==> src/rtl/slfb_pkg.sv <==
// shared types and constants for the status led fault blinker
`timescale 1ns / 1ps

package slfb_pkg;

  localparam int MAX_LEDS    = 8;
  localparam int PHASE_TICKS = 13;
  localparam int EMIT_CAP    = 8;
  localparam int EMIT_LIMIT  = (MAX_LEDS < EMIT_CAP) ? MAX_LEDS : EMIT_CAP;

  localparam int OPCODE_W = 2;
  localparam int LED_W    = 3;
  localparam int TIMER_W  = 16;
  localparam int MODE_W   = 3;
  localparam int COLOR_W  = 8;
  localparam int COUNT_W  = 4;
  localparam int CFG_IDX_W  = 2;
  localparam int CFG_DATA_W = 16;

  localparam int QDEPTH  = 4;
  localparam int QPTR_W  = $clog2(QDEPTH);
  localparam int QCNT_W  = $clog2(QDEPTH + 1);
  localparam int SUB_W   = $clog2(PHASE_TICKS + 1);

  // input opcodes
  localparam logic [OPCODE_W-1:0] OP_TICK   = 2'd0;
  localparam logic [OPCODE_W-1:0] OP_REPORT = 2'd1;
  localparam logic [OPCODE_W-1:0] OP_EMIT   = 2'd2;

  // configuration register indexes
  localparam logic [CFG_IDX_W-1:0] CFG_TICK_WRAP    = 2'd0;
  localparam logic [CFG_IDX_W-1:0] CFG_LEDS_IN_USE  = 2'd1;
  localparam logic [CFG_IDX_W-1:0] CFG_BRIGHTNESS   = 2'd2;

  localparam logic [CFG_DATA_W-1:0] TICK_WRAP_RST    = 16'd50;
  localparam logic [COUNT_W-1:0]    LEDS_IN_USE_RST  = 4'd8;
  localparam logic [COLOR_W-1:0]    BRIGHTNESS_RST   = 8'd225;

  // colour modes
  localparam logic [MODE_W-1:0] MODE_RED   = 3'd0;
  localparam logic [MODE_W-1:0] MODE_GREEN = 3'd1;
  localparam logic [MODE_W-1:0] MODE_BLUE  = 3'd2;
  localparam logic [MODE_W-1:0] MODE_ALT   = 3'd3;

  typedef enum logic [1:0] {
    CMD_TICK = 2'd0,
    CMD_MARK = 2'd1,
    CMD_EMIT = 2'd2
  } cmd_kind_t;

  typedef struct packed {
    cmd_kind_t          kind;
    logic [LED_W-1:0]   led;
    logic [MODE_W-1:0]  mode;
  } cmd_t;

endpackage

==> src/rtl/status_led_fault_blinker_core.sv <==
// top level of the status led fault blinker
`timescale 1ns / 1ps

// channel  | direction | handshake            | payload
// in_      | input     | in_valid / in_ready   | opcode, led_select, timeout, flag, mode
// out_     | output    | out_valid / out_ready | led_number, red, green, blue, any_fault, last
// cfg_     | input     | cfg_valid / cfg_ready | cfg_index, cfg_data
//
// every request is taken while the four-entry command queue has room
// tick start and faulted device reports are each taken by the led engine in its idle state
// end of tick starts a walk over the leds in use (at most eight), one result per
// cycle through the output register; a stalled output holds the walk, the queue
// keeps filling
// healthy reports, unused leds and the spare opcode are dropped at the decoder
// reset is synchronous active low: tick counter, fault marks and queue clear at once,
// registers return to period 50, eight leds, brightness 225

module status_led_fault_blinker_core (
  input  logic                            clk,
  input  logic                            rst_n,
  // request input
  input  logic                            in_valid,
  output logic                            in_ready,
  input  logic [slfb_pkg::OPCODE_W-1:0]   in_opcode,
  input  logic [slfb_pkg::LED_W-1:0]      in_led_select,
  input  logic [slfb_pkg::TIMER_W-1:0]    in_timeout_value,
  input  logic [slfb_pkg::TIMER_W-1:0]    in_timeout_threshold,
  input  logic                            in_timeout_watched,
  input  logic                            in_flag_watched,
  input  logic                            in_flag_ok,
  input  logic [slfb_pkg::MODE_W-1:0]     in_color_mode,
  // per-led result output
  output logic                            out_valid,
  input  logic                            out_ready,
  output logic [slfb_pkg::LED_W-1:0]      out_led_number,
  output logic [slfb_pkg::COLOR_W-1:0]    out_red,
  output logic [slfb_pkg::COLOR_W-1:0]    out_green,
  output logic [slfb_pkg::COLOR_W-1:0]    out_blue,
  output logic                            out_any_fault,
  output logic                            out_last,
  // register writes
  input  logic                            cfg_valid,
  output logic                            cfg_ready,
  input  logic [slfb_pkg::CFG_IDX_W-1:0]  cfg_index,
  input  logic [slfb_pkg::CFG_DATA_W-1:0] cfg_data
);

  logic [slfb_pkg::CFG_DATA_W-1:0] tick_wrap_r, tick_wrap_nxt;
  logic [slfb_pkg::COUNT_W-1:0]    leds_in_use_r, leds_in_use_nxt;
  logic [slfb_pkg::COLOR_W-1:0]    brightness_r, brightness_nxt;

  logic           push;
  slfb_pkg::cmd_t push_cmd;
  logic           pop;
  slfb_pkg::cmd_t head_cmd;
  logic           not_empty;
  logic           fifo_full;

  // register file: always ready, unknown indexes ignored
  assign cfg_ready = 1'b1;

  always_comb begin
    tick_wrap_nxt    = tick_wrap_r;
    leds_in_use_nxt  = leds_in_use_r;
    brightness_nxt   = brightness_r;
    if (cfg_valid) begin
      unique case (cfg_index)
        slfb_pkg::CFG_TICK_WRAP:    tick_wrap_nxt    = cfg_data;
        slfb_pkg::CFG_LEDS_IN_USE:  leds_in_use_nxt  = cfg_data[slfb_pkg::COUNT_W-1:0];
        slfb_pkg::CFG_BRIGHTNESS:   brightness_nxt   = cfg_data[slfb_pkg::COLOR_W-1:0];
        default: ;
      endcase
    end
  end

  always_ff @(posedge clk) begin
    if (!rst_n) begin
      tick_wrap_r    <= slfb_pkg::TICK_WRAP_RST;
      leds_in_use_r  <= slfb_pkg::LEDS_IN_USE_RST;
      brightness_r   <= slfb_pkg::BRIGHTNESS_RST;
    end else begin
      tick_wrap_r    <= tick_wrap_nxt;
      leds_in_use_r  <= leds_in_use_nxt;
      brightness_r   <= brightness_nxt;
    end
  end

  // decoder: classifies each request and drops the ones that change nothing
  slfb_front u_front (
    .in_valid_opcode      (in_opcode),
    .in_valid             (in_valid),
    .in_led_select        (in_led_select),
    .in_timeout_value     (in_timeout_value),
    .in_timeout_threshold (in_timeout_threshold),
    .in_timeout_watched   (in_timeout_watched),
    .in_flag_watched      (in_flag_watched),
    .in_flag_ok           (in_flag_ok),
    .in_color_mode        (in_color_mode),
    .leds_in_use          (leds_in_use_r),
    .fifo_full            (fifo_full),
    .in_ready             (in_ready),
    .push                 (push),
    .push_cmd             (push_cmd)
  );

  // decouples request intake from the led walk
  slfb_cmd_fifo u_fifo (
    .clk       (clk),
    .rst_n     (rst_n),
    .push      (push),
    .push_cmd  (push_cmd),
    .pop       (pop),
    .head_cmd  (head_cmd),
    .not_empty (not_empty),
    .full      (fifo_full)
  );

  // tick counter, blink phase, fault marks and result walk
  slfb_back u_back (
    .clk            (clk),
    .rst_n          (rst_n),
    .head_cmd       (head_cmd),
    .not_empty      (not_empty),
    .pop            (pop),
    .tick_wrap      (tick_wrap_r),
    .leds_in_use    (leds_in_use_r),
    .brightness     (brightness_r),
    .out_valid      (out_valid),
    .out_ready      (out_ready),
    .out_led_number (out_led_number),
    .out_red        (out_red),
    .out_green      (out_green),
    .out_blue       (out_blue),
    .out_any_fault  (out_any_fault),
    .out_last       (out_last)
  );

endmodule

==> src/rtl/slfb_front.sv <==
// request decoder: fault check and command classification
`timescale 1ns / 1ps

module slfb_front (
  input  logic [slfb_pkg::OPCODE_W-1:0] in_valid_opcode,
  input  logic                          in_valid,
  input  logic [slfb_pkg::LED_W-1:0]    in_led_select,
  input  logic [slfb_pkg::TIMER_W-1:0]  in_timeout_value,
  input  logic [slfb_pkg::TIMER_W-1:0]  in_timeout_threshold,
  input  logic                          in_timeout_watched,
  input  logic                          in_flag_watched,
  input  logic                          in_flag_ok,
  input  logic [slfb_pkg::MODE_W-1:0]   in_color_mode,
  input  logic [slfb_pkg::COUNT_W-1:0]  leds_in_use,
  input  logic                          fifo_full,
  output logic                          in_ready,
  output logic                          push,
  output slfb_pkg::cmd_t                push_cmd
);

  logic fault;
  logic led_ok;
  logic keep;

  assign fault = (in_timeout_watched && (in_timeout_value > in_timeout_threshold)) ||
                 (in_flag_watched && !in_flag_ok);

  assign led_ok = ({1'b0, in_led_select} < leds_in_use) &&
                  (32'(in_led_select) < slfb_pkg::MAX_LEDS);

  always_comb begin
    keep          = 1'b0;
    push_cmd.kind = slfb_pkg::CMD_TICK;
    push_cmd.led  = in_led_select;
    push_cmd.mode = in_color_mode;
    unique case (in_valid_opcode)
      slfb_pkg::OP_TICK: begin
        keep = 1'b1;
      end
      slfb_pkg::OP_REPORT: begin
        // healthy devices and unused leds leave no trace
        keep          = fault && led_ok;
        push_cmd.kind = slfb_pkg::CMD_MARK;
      end
      slfb_pkg::OP_EMIT: begin
        keep          = 1'b1;
        push_cmd.kind = slfb_pkg::CMD_EMIT;
      end
      default: begin
        keep = 1'b0;
      end
    endcase
  end

  assign in_ready = !fifo_full;
  assign push     = in_valid && !fifo_full && keep;

endmodule

==> src/rtl/slfb_cmd_fifo.sv <==
// short command queue between decoder and led engine
`timescale 1ns / 1ps

module slfb_cmd_fifo (
  input  logic           clk,
  input  logic           rst_n,
  input  logic           push,
  input  slfb_pkg::cmd_t push_cmd,
  input  logic           pop,
  output slfb_pkg::cmd_t head_cmd,
  output logic           not_empty,
  output logic           full
);

  slfb_pkg::cmd_t                 entry_r [slfb_pkg::QDEPTH];
  logic [slfb_pkg::QPTR_W-1:0]    wr_ptr_r, wr_ptr_nxt;
  logic [slfb_pkg::QPTR_W-1:0]    rd_ptr_r, rd_ptr_nxt;
  logic [slfb_pkg::QCNT_W-1:0]    count_r, count_nxt;

  assign not_empty = (count_r != '0);
  assign full      = (count_r == slfb_pkg::QCNT_W'(slfb_pkg::QDEPTH));
  assign head_cmd  = entry_r[rd_ptr_r];

  always_comb begin
    wr_ptr_nxt = push ? wr_ptr_r + 1'b1 : wr_ptr_r;
    rd_ptr_nxt = pop  ? rd_ptr_r + 1'b1 : rd_ptr_r;
    count_nxt  = count_r;
    if (push && !pop) begin
      count_nxt = count_r + 1'b1;
    end else if (pop && !push) begin
      count_nxt = count_r - 1'b1;
    end
  end

  always_ff @(posedge clk) begin
    if (!rst_n) begin
      wr_ptr_r <= '0;
      rd_ptr_r <= '0;
      count_r  <= '0;
    end else begin
      wr_ptr_r <= wr_ptr_nxt;
      rd_ptr_r <= rd_ptr_nxt;
      count_r  <= count_nxt;
    end
  end

  always_ff @(posedge clk) begin
    if (push) begin
      entry_r[wr_ptr_r] <= push_cmd;
    end
  end

  a_count_bound: assert property (@(posedge clk) disable iff (!rst_n)
    count_r <= slfb_pkg::QCNT_W'(slfb_pkg::QDEPTH))
    else $error("queue count beyond depth");

  a_pop_nonempty: assert property (@(posedge clk) disable iff (!rst_n)
    pop |-> count_r != '0)
    else $error("pop from empty queue");

  a_push_grows: assert property (@(posedge clk) disable iff (!rst_n)
    (push && !pop) |=> count_r == $past(count_r) + 1'b1)
    else $error("push lost");

endmodule

==> src/rtl/slfb_back.sv <==
// led engine: tick counter, fault marks and per-led result walk
`timescale 1ns / 1ps

module slfb_back (
  input  logic                           clk,
  input  logic                           rst_n,
  input  slfb_pkg::cmd_t                 head_cmd,
  input  logic                           not_empty,
  output logic                           pop,
  input  logic [slfb_pkg::CFG_DATA_W-1:0] tick_wrap,
  input  logic [slfb_pkg::COUNT_W-1:0]   leds_in_use,
  input  logic [slfb_pkg::COLOR_W-1:0]   brightness,
  output logic                           out_valid,
  input  logic                           out_ready,
  output logic [slfb_pkg::LED_W-1:0]     out_led_number,
  output logic [slfb_pkg::COLOR_W-1:0]   out_red,
  output logic [slfb_pkg::COLOR_W-1:0]   out_green,
  output logic [slfb_pkg::COLOR_W-1:0]   out_blue,
  output logic                           out_any_fault,
  output logic                           out_last
);

  typedef enum logic [1:0] {
    ST_IDLE = 2'b01,
    ST_EMIT = 2'b10
  } back_state_t;

  back_state_t                        state_r, state_nxt;
  logic [slfb_pkg::TIMER_W-1:0]       tick_r, tick_nxt;
  logic [slfb_pkg::SUB_W-1:0]         sub_r, sub_nxt;
  logic [1:0]                         phase_r, phase_nxt;
  logic [slfb_pkg::MAX_LEDS-1:0]      faulted_r, faulted_nxt;
  logic [slfb_pkg::MODE_W-1:0]        mode_r [slfb_pkg::MAX_LEDS];
  logic [slfb_pkg::MODE_W-1:0]        mode_nxt [slfb_pkg::MAX_LEDS];
  logic                               seen_r, seen_nxt;
  logic [slfb_pkg::LED_W-1:0]         idx_r, idx_nxt;
  logic                               out_valid_r, out_valid_nxt;
  logic [slfb_pkg::LED_W-1:0]         led_number_r;
  logic [slfb_pkg::COLOR_W-1:0]       red_r, green_r, blue_r;
  logic                               any_fault_r, last_r;

  logic [slfb_pkg::TIMER_W:0]         tick_inc;
  logic [slfb_pkg::COUNT_W-1:0]       emit_n;
  logic                               is_last;
  logic                               load;
  logic                               out_free;
  logic                               lit;
  logic [slfb_pkg::COLOR_W-1:0]       red_c, green_c, blue_c;

  assign tick_inc = {1'b0, tick_r} + 1'b1;
  assign emit_n   = (leds_in_use > slfb_pkg::COUNT_W'(slfb_pkg::EMIT_LIMIT)) ?
                    slfb_pkg::COUNT_W'(slfb_pkg::EMIT_LIMIT) : leds_in_use;
  assign is_last  = (({1'b0, idx_r} + 1'b1) == emit_n);
  assign out_free = !out_valid_r || out_ready;

  // colour of the led under the walk index
  always_comb begin
    red_c   = '0;
    green_c = '0;
    blue_c  = '0;
    lit     = faulted_r[idx_r] && phase_r[0];
    if (lit) begin
      case (mode_r[idx_r])
        slfb_pkg::MODE_RED:   red_c   = brightness;
        slfb_pkg::MODE_GREEN: green_c = brightness;
        slfb_pkg::MODE_BLUE:  blue_c  = brightness;
        slfb_pkg::MODE_ALT: begin
          if (phase_r[1]) begin
            green_c = brightness;
          end else begin
            red_c = brightness;
          end
        end
        default: ;
      endcase
    end
  end

  always_comb begin
    state_nxt   = state_r;
    tick_nxt    = tick_r;
    sub_nxt     = sub_r;
    phase_nxt   = phase_r;
    faulted_nxt = faulted_r;
    mode_nxt    = mode_r;
    seen_nxt    = seen_r;
    idx_nxt     = idx_r;
    pop         = 1'b0;
    load        = 1'b0;
    unique case (state_r)
      ST_IDLE: begin
        if (not_empty) begin
          pop = 1'b1;
          case (head_cmd.kind)
            slfb_pkg::CMD_TICK: begin
              if (tick_inc[slfb_pkg::TIMER_W] ||
                  (tick_inc[slfb_pkg::TIMER_W-1:0] >= tick_wrap)) begin
                tick_nxt  = '0;
                sub_nxt   = '0;
                phase_nxt = '0;
              end else begin
                tick_nxt = tick_inc[slfb_pkg::TIMER_W-1:0];
                if (sub_r == slfb_pkg::SUB_W'(slfb_pkg::PHASE_TICKS - 1)) begin
                  sub_nxt   = '0;
                  phase_nxt = phase_r + 1'b1;
                end else begin
                  sub_nxt = sub_r + 1'b1;
                end
              end
              faulted_nxt = '0;
              for (int i = 0; i < slfb_pkg::MAX_LEDS; i++) begin
                mode_nxt[i] = '0;
              end
              seen_nxt = 1'b0;
            end
            slfb_pkg::CMD_MARK: begin
              // first faulted device of the tick wins
              if (!faulted_r[head_cmd.led]) begin
                faulted_nxt[head_cmd.led] = 1'b1;
                mode_nxt[head_cmd.led]    = head_cmd.mode;
              end
              seen_nxt = 1'b1;
            end
            slfb_pkg::CMD_EMIT: begin
              idx_nxt = '0;
              if (emit_n != '0) begin
                state_nxt = ST_EMIT;
              end
            end
            default: ;
          endcase
        end
      end
      ST_EMIT: begin
        if (out_free) begin
          load    = 1'b1;
          idx_nxt = idx_r + 1'b1;
          if (is_last) begin
            state_nxt = ST_IDLE;
          end
        end
      end
      default: begin
        state_nxt = ST_IDLE;
      end
    endcase
  end

  assign out_valid_nxt = load ? 1'b1 : (out_ready ? 1'b0 : out_valid_r);

  always_ff @(posedge clk) begin
    if (!rst_n) begin
      state_r     <= ST_IDLE;
      tick_r      <= '0;
      sub_r       <= '0;
      phase_r     <= '0;
      faulted_r   <= '0;
      seen_r      <= 1'b0;
      idx_r       <= '0;
      out_valid_r <= 1'b0;
      for (int i = 0; i < slfb_pkg::MAX_LEDS; i++) begin
        mode_r[i] <= '0;
      end
    end else begin
      state_r     <= state_nxt;
      tick_r      <= tick_nxt;
      sub_r       <= sub_nxt;
      phase_r     <= phase_nxt;
      faulted_r   <= faulted_nxt;
      seen_r      <= seen_nxt;
      idx_r       <= idx_nxt;
      out_valid_r <= out_valid_nxt;
      mode_r      <= mode_nxt;
    end
  end

  always_ff @(posedge clk) begin
    if (load) begin
      led_number_r <= idx_r;
      red_r        <= red_c;
      green_r      <= green_c;
      blue_r       <= blue_c;
      any_fault_r  <= seen_r;
      last_r       <= is_last;
    end
  end

  assign out_valid      = out_valid_r;
  assign out_led_number = led_number_r;
  assign out_red        = red_r;
  assign out_green      = green_r;
  assign out_blue       = blue_r;
  assign out_any_fault  = any_fault_r;
  assign out_last       = last_r;

  a_walk_in_range: assert property (@(posedge clk) disable iff (!rst_n)
    (state_r == ST_EMIT) |-> ({1'b0, idx_r} < emit_n))
    else $error("led walk index past emit count");

  a_last_ends_walk: assert property (@(posedge clk) disable iff (!rst_n)
    (load && is_last) |=> (state_r == ST_IDLE))
    else $error("walk did not end after last led");

  a_no_pop_in_walk: assert property (@(posedge clk) disable iff (!rst_n)
    (state_r == ST_EMIT) |-> !pop)
    else $error("command taken during led walk");

  a_phase_sync: assert property (@(posedge clk) disable iff (!rst_n)
    (tick_r == '0) |-> (sub_r == '0 && phase_r == '0))
    else $error("phase counter out of step with tick counter");

endmodule

==> config.mk <==
export PLATFORM = sky130hd
export DESIGN_NAME = status_led_fault_blinker_core
export DESIGN_NICKNAME = d
export VERILOG_FILES = /design/src/rtl/slfb_pkg.sv /design/src/rtl/status_led_fault_blinker_core.sv /design/src/rtl/slfb_front.sv /design/src/rtl/slfb_cmd_fifo.sv /design/src/rtl/slfb_back.sv
export SDC_FILE = /design/constraint.sdc
export NUM_CORES = 1
export LEC_CHECK = 0
export ABC_AREA = 1
export BUFFER_PORTS_ARGS = -buffer_cell sky130_fd_sc_hd__buf_2
export CAP_MARGIN = 10
export CORE_UTILIZATION = 45
export CTS_CLUSTER_SIZE = 24
export DETAILED_ROUTE_END_ITERATION = 16
export PLACE_DENSITY = 0.73
export SYNTH_ARGS = -nofsm -noshare
export SYNTH_HDL_FRONTEND = slang
export SYNTH_SLANG_ARGS = --single-unit
==> constraint.sdc <==
create_clock -name clk -period 6.67 [get_ports clk]
set_input_delay 0.667 -clock clk [delete_from_list [all_inputs] [get_ports clk]]
set_output_delay 0.667 -clock clk [all_outputs]
set_load 0.005 [all_outputs]
==> impl_results.md, run 1 <==
- Status: finished, final reports clean
- Pre-antenna DRT Iters: 6
- Mapped Area: 7970 µm²
- Delay-heaviest family, CP: simple AND/OR/NAND/NOR gates
- Top cells by area, synth: dfxtp_1 25%, edfxtp_1 23%, nand2_1 7.7%, ha_1 6.8%, a21oi_1 5.5%
- Ys flop type: dfxtp_1
- Flops & latches, synth: 159
- EDFF count, synth: 61
- P&R area growth vs syn: 15.1%
- Vias: 6,643
- Worst-Skew Late Latency: 0.43 ns
- Count leader, synth: nand2_1
- Post-CTS Setup Bufs: 0
- Power per Cell Area: 339 nW/µm²
- Power, Total: 3.11 mW
- Fmax: 0.311 GHz
- First-pass GRT wire length: 28,600 µm
- DP HPWL: 12,200 µm
- Max cap viols: 0
- Crit. End Element: register
- ANT cells: 0
- Clock Sinks: 159
- Worst rel slew slack: 45.3%
- Count of cell types in the netlist: 42
- Clk buf depth: 2
- CP Max Fanout: 40
- R2R setup slack: 3.45 ns
- Synth warn: 0
- Io pins: 98
- Setup total negative slack: 0 ns
- Sequential area share after synthesis: 47.6%
- Layout net count: 1,145
- Vias per inst: 5.22
- Initial antenna violation count: 0
- Avg Inst Size Synth: 8.36 µm²
- Synth cell count leaders: 164 x nand2_1, 116 x inv_1, 100 x nor2_1
- Vias in the first global route: 5,934
- Die Span X: 135 µm
- Clk pin slew, worst setup/hold paths: 0.06 ns
- Worst hold path class: in -> reg
- Largest area contributor in the netlist: dfxtp_1
- Crit share post-route: 48.2%
- Post-synth top area share: 24.6%
- Cts hold-fix bufs: 0
- Share of post-route cells with drive strength above 1: 14.9%
- TritonCTS clock tree: yes
- Fillers: 1,573
- WP data arrival: 3.50 ns
- Max-slew violations: 0
- IO buf count: 96
- Clk_skew: 0.0104 ns
- Slowest stage delay, CP: 0.71 ns
- Initial core utilization: 46.1%
- Asr flop ratio synth: 0%
- H-Tree Depth: 4
- Crit path cell chain: inv_4, nand2_1, nand3_1, nand2_1, inv_2, nor2_2, nand2_1, nand2_1, nor2_1, nand2_2, nand3_2, nand2_1, a21oi_1
- Total grt overflow: 0
- Leak Pwr: 3.88 nW
- Full die area: 18,200 µm²
- WS Path Type: reg -> reg
- Peak supply drop: 0.231 mV
- FP Rows: 48
- Post-Syn Nets: 1,063
- Multi-input logic area: 3520 µm²
- Worst EP required: 6.95 ns
- # DRC: 0
- Die Y: 135 µm
- # setup viols final: 0
- Post-route ant nets: 0
- Drt wl/cell: 13.6 µm
- CP most frequent cell: nand2_1
- First-iteration detailed-routing DRC count: 441
- Measured slew at the worst slew-check pin: 0.818 ns
- Fin. Hold Viols: 0
- Largest net degree at the start of global routing: 46
- Buffers plus inverters on the worst setup path: 2
- Critical-path top delay cell: dfxtp_1
- CP Launch Type: register
- Final min period: 3.22 ns
- Post-synthesis cell count: 953
- Gpl congestion: 0.852
- Reg area: 3790 µm²
- Detailed Route WL: 17,300 µm
- Root Buffer: clkbuf_16
- Overall routing resource usage: 19.9%
- Post-CTS Resized: 0
- TritonCTS Buffers: 17
- Core Region: 17,300 µm²
- Unrepaired setup endpoints after global routing: false
-- area by class of cell --
| class | count | share of cell area (%) |
|---|---|---|
| timing repair buffer | 97 | 5.32 |
| multi-input combinational | 637 | 38.4 |
| inverter | 123 | 5.06 |
| clock inverter | 11 | 1.34 |
| clock buffer | 21 | 5.50 |
| tap | 225 | 3.07 |
| sequential | 159 | 41.4 |
-- routing by layer --
layer	up-vias	global-route usage [%]	wire length, µm
met1	3036	26.5	8130
met2	204	32.0	8060
met5	-	0	0
met3	30	4.32	806
met4	0	6.99	337
li1	3373	-	-
-- worst reg2reg max path, delay by kind of cell (launching register included) --
family,cells,cell delay (ns)
compound gates,1,0.06
buf+inv,2,0.38
flops,1,0.71
simple gates,10,1.93
-- cell usage in the layout, fill, tap and decap left out, types with 6 or more instances in the layout --
| cell | instances |
|---|---|
| nand2_1 | 164 |
| o211ai_1 | 10 |
| a21oi_1 | 88 |
| a22oi_1 | 16 |
| dfxtp_1 | 98 |
| nor2_1 | 99 |
| inv_1 | 116 |
| buf_2 | 96 |
| nand3_2 | 9 |
| o21ai_0 | 54 |
| nand3_1 | 36 |
| nand4_1 | 36 |
| nor2_2 | 6 |
| clkbuf_16 | 20 |
| xor2_1 | 16 |
| ha_1 | 43 |
| nor3_1 | 24 |
| edfxtp_1 | 61 |
| o21ai_1 | 7 |
-- cells by family (layout without fill, tap and decap cells) --
group                      count (synthesis)  count (layout)  share of synthesized area [%]
AOI/OAI and AO/OA                        187             187                           13.2
and+or+nand+nor                          386             386                           21.7
DFF                                      159             159                           47.6
adders and majority gates                 44              44                           7.00
xor gates and xnor gates                  19              19                           2.09
other                                      1               1                         0.0471
buffers and inverters                    157             252                           8.29
-- state kept, by name (all words and copies together) (netlist names), 8 cells and up, named ones only --
name and flops:
brightness_r 8, tick_wrap_r 16, u_back.faulted_r 8, u_back.mode_r 24, u_back.out_blue 8, u_back.out_green 8, u_back.out_red 8, u_back.tick_r 16
u_fifo.entry_r 32
-- per-stage QoR --
| step | area, µm² | util [%] | hold WS (ns) | setup slack (ns) | cells |
|---|---|---|---|---|---|
| 2_1_floorplan | 7970 | - | 0.409 | 3.90 | 953 |
| 3_3_place_gp | 8550 | 49.4 | 0.445 | 3.59 | 1241 |
| 3_5_place_dp | 8550 | 49.4 | 0.446 | 3.52 | 1241 |
| 4_1_cts | 9170 | 53.0 | 0.441 | 3.51 | 1273 |
| 5_1_grt | 9170 | 53.0 | 0.452 | 3.13 | 1273 |
| 6_report | 9170 | 53.0 | 0.453 | 3.45 | 1273 |
-- path summary, 6_finish.rpt --
check | start | end | cells after the start
min reg2reg | u_back.state_r[0] | u_back.state_r[1] | 1
max | register | u_back.mode_r[8] | 13
max reg2reg | register | u_back.mode_r[8] | 13
min | in_color_mode[2] | u_fifo.entry_r[0][2] | 1
-- where the power goes --
| group | switching (mW) | leakage [nW] | total (mW) | internal (mW) |
|---|---|---|---|---|
| registers | 0.0597 | 1.36 | 1.15 | 1.09 |
| logic | 0.686 | 2.21 | 0.942 | 0.256 |
| clock network | 0.397 | 0.303 | 1.02 | 0.619 |
| total | 1.14 | 3.88 | 3.11 | 1.97 |
No activity file was read; power rests on OpenSTA's default activity.
==> inputs of run 2 (changes only) <==
--- a/config.mk
+++ b/config.mk
@@ -11,7 +11,7 @@
 export CORE_UTILIZATION = 45
 export CTS_CLUSTER_SIZE = 24
 export DETAILED_ROUTE_END_ITERATION = 16
-export PLACE_DENSITY = 0.73
+export PLACE_DENSITY = 0.76
 export SYNTH_ARGS = -nofsm -noshare
 export SYNTH_HDL_FRONTEND = slang
 export SYNTH_SLANG_ARGS = --single-unit
==> constraint.sdc (replaced) <==
create_clock -name clk -period 2.7 [get_ports clk]
set_input_delay 0.27 -clock clk [delete_from_list [all_inputs] [get_ports clk]]
set_output_delay 0.27 -clock clk [all_outputs]
set_load 0.005 [all_outputs]
==> impl_results.md, run 2 (synthesis gave the netlist of run 1 again) <==
- Max-slew violations: 0 (unchanged)
- Reg2reg start: u_back.tick_r[0]
- Most frequent cells in the layout: 159 x nand2_1, 114 x inv_1, 96 x buf_2 (was 164 x nand2_1, 116 x inv_1, 99 x nor2_1)
- Largest net degree at the start of global routing: 46 (unchanged)
- Pre-antenna DRT Iters: 5 (was 6)
- Setup total negative slack: -2.89 ns (was 0 ns)
- Crit. End Element: register (unchanged)
- Total grt overflow: 0 (unchanged)
- Commonest non-fill, non-tap cell in the layout: nand2_1 (unchanged)
- Unrepaired setup endpoints after global routing: true (was false)
- Measured slew at the worst slew-check pin: 0.851 ns (was 0.818 ns)
- Drt wl/cell: 13.6 µm (about the same)
- Core Region: 17,300 µm² (unchanged)
- Final worst setup slack: -0.194 ns (was 3.45 ns)
- P&R area growth vs syn: 22.1% (was 15.1%)
- Top reg by flops: u_fifo.entry_r (unchanged)
- Pre-CTS setup slack: -0.159 ns (was 3.52 ns)
- Hold Path Sink: u_fifo.entry_r[3][0] (was u_fifo.entry_r[0][2])
- Status: complete, but fails checks (was finished, final reports clean)
- Post-route ant nets: 0 (unchanged)
- R2R setup slack: -0.19 ns (was 3.45 ns)
- Share of post-route cells with drive strength above 1: 22.0% (was 14.9%)
- Worst Hold Launch: in_color_mode[0] (was in_color_mode[2])
- Multi-input logic area: 3730 µm² (was 3520 µm²)
- Worst hold path class: in -> reg (unchanged)
- Power per Cell Area: 807 nW/µm² (was 339 nW/µm²)
- Placed inst area: 8840 µm² (was 8550 µm²)
- Worst EP required: 3.06 ns (was 6.95 ns)
- Vias in the first global route: 6,183 (was 5,934)
- CP Launch Type: register (unchanged)
- Fin. Hold Viols: 0 (unchanged)
- ANT cells: 0 (unchanged)
- DP HPWL: 12,500 µm (was 12,200 µm)
- CP Max Fanout: 4 (was 40)
- Root Buffer: clkbuf_16 (unchanged)
- Design Area, Final: 9730 µm² (was 9170 µm²)
- FP Rows: 48 (unchanged)
- Clk buf depth: 2 (unchanged)
- IO buf count: 96 (unchanged)
- TritonCTS Buffers: 17 (unchanged)
- Leak Pwr: 4.16 nW (was 3.88 nW)
- Reg area: 3810 µm² (was 3790 µm²)
- Max reg flops: 32 (unchanged)
- R2r worst-path depth: 18 (was 13)
- H-Tree Depth: 4 (unchanged)
- TritonCTS clock tree: yes (unchanged)
- Clock Sinks: 159 (unchanged)
- # DRC: 0 (unchanged)
- Max cap viols: 0 (unchanged)
- Cts hold-fix bufs: 0 (unchanged)
- First-iteration detailed-routing DRC count: 444 (was 441)
- Vias: 6,876 (was 6,643)
- Worst-Skew Late Latency: 0.44 ns (was 0.43 ns)
- Initial core utilization: 46.1% (unchanged)
- Crit share post-route: 107% (was 48.2%)
- Clk_skew: 0.0102 ns (was 0.0104 ns)
- Failing checks: setup timing
- Initial antenna violation count: 0 (unchanged)
- Die Span X: 135 µm (unchanged)
- Final min period: 2.89 ns (was 3.22 ns)
- Vias per inst: 5.21 (was 5.22)
- First-pass GRT wire length: 29,300 µm (was 28,600 µm)
- Fmax: 0.346 GHz (was 0.311 GHz)
- Clk pin slew, worst setup/hold paths: 0.07 ns (was 0.06 ns)
- WHS: 0.0531 ns (was 0.453 ns)
- Placed Cells: 1,275 (was 1,241)
- Overall routing resource usage: 20.2% (was 19.9%)
- WP data arrival: 3.25 ns (was 3.50 ns)
- Peak supply drop: 0.608 mV (was 0.231 mV)
- Detailed Route WL: 18,000 µm (was 17,300 µm)
- WS Path Type: reg -> reg (unchanged)
- Power, Total: 7.85 mW (was 3.11 mW)
- Worst hold path cell count: 1 (unchanged)
- Io pins: 98 (unchanged)
- Full die area: 18,200 µm² (unchanged)
- Gpl congestion: 0.824 (was 0.852)
- Fillers: 1,510 (was 1,573)
- RR Endpoint: u_back.phase_r[0] (was u_back.mode_r[8])
- # setup viols final: 22 (was 0)
- Layout net count: 1,191 (was 1,145)
- Final std cells w/o fill: 1,319 (was 1,273)
- Largest regs: u_fifo.entry_r x32, u_back.mode_r x24 (unchanged)
- Die Y: 135 µm (unchanged)
- Worst rel slew slack: 43.3% (was 45.3%)
- Fin util: 56.3% (was 53.0%)
[run 2: changes by cell type in the layout (fill, tap and decap cells not counted), moves of 5 or more]
| cell | delta |
|---|---|
| buf_4 | +40 |
| nand2_1 | -5 |
| nor2_1 | -6 |
| a22oi_2 | +7 |
| inv_6 | +6 |
| dfxtp_2 | +5 |
| dfxtp_1 | -7 |
| a22oi_1 | -7 |
[run 2: worst max path at each step]
stage / start / to / cells after the start
after global placement: u_back.tick_r[0] / u_back.sub_r[0] / 15
after global routing: u_back.tick_r[2] / u_back.tick_r[1] / 16
after CTS: u_back.tick_r[0] / u_back.tick_r[13] / 16
final: u_back.tick_r[0] / u_back.phase_r[0] / 18
after floorplan: u_back.tick_r[0] / u_back.tick_r[11] / 16
after detailed placement: u_back.tick_r[0] / u_back.tick_r[14] / 16
[run 2: cell type report]
cell class              instances  share of cell area [%]
clock buffers                  17                    4.37
repair buffers                142                    8.95
well taps                     225                    2.89
flip-flops and latches        159                    39.1
multi-input cells             638                    38.4
inverters                     123                    4.80
clock inverters                15                    1.48
[run 2: worst max-delay path, cell delays in order, from the launching register on]
cell and delay [ns]:
dfxtp_4 0.38, buf_6 0.11, inv_4 0.03, nor2_4 0.10, nand3_4 0.10, nor4_4 0.26
xor2_1 0.28, ha_1 0.30, nand2_1 0.07, inv_1 0.03, nor2_1 0.13, o21ai_1 0.11
a21oi_1 0.14, nand4_1 0.12, buf_6 0.16, buf_4 0.14, o21ai_4 0.15, nand2_1 0.07
a21oi_1 0.13
[run 2: per-layer routing]
| metal | vias to the layer above | global-route usage, % | share of wire, % |
|---|---|---|---|
| met5 | - | 0 | 0 |
| met4 | 0 | 7.55 | 1.9 |
| met3 | 37 | 3.45 | 5.1 |
| met2 | 223 | 33.4 | 48 |
| met1 | 3147 | 26.4 | 45 |
| li1 | 3469 | - | - |
[run 2: what timing repair did]
| action | CTS | global route |
|---|---|---|
| setup buffers | 1 | 10 |
| resized for setup | 14 | 43 |
| pin swaps | 8 | 32 |
| cloned | 1 | 0 |
| endpoints found under the setup margin | 22 | 24 |
[run 2: power breakdown]
part           leakage, nW  total [mW]  switching [mW]  internal [mW]
clock                0.280        2.31            1.09           1.22
combinational         2.52        2.71            1.82          0.891
sequential            1.37        2.83           0.132           2.70
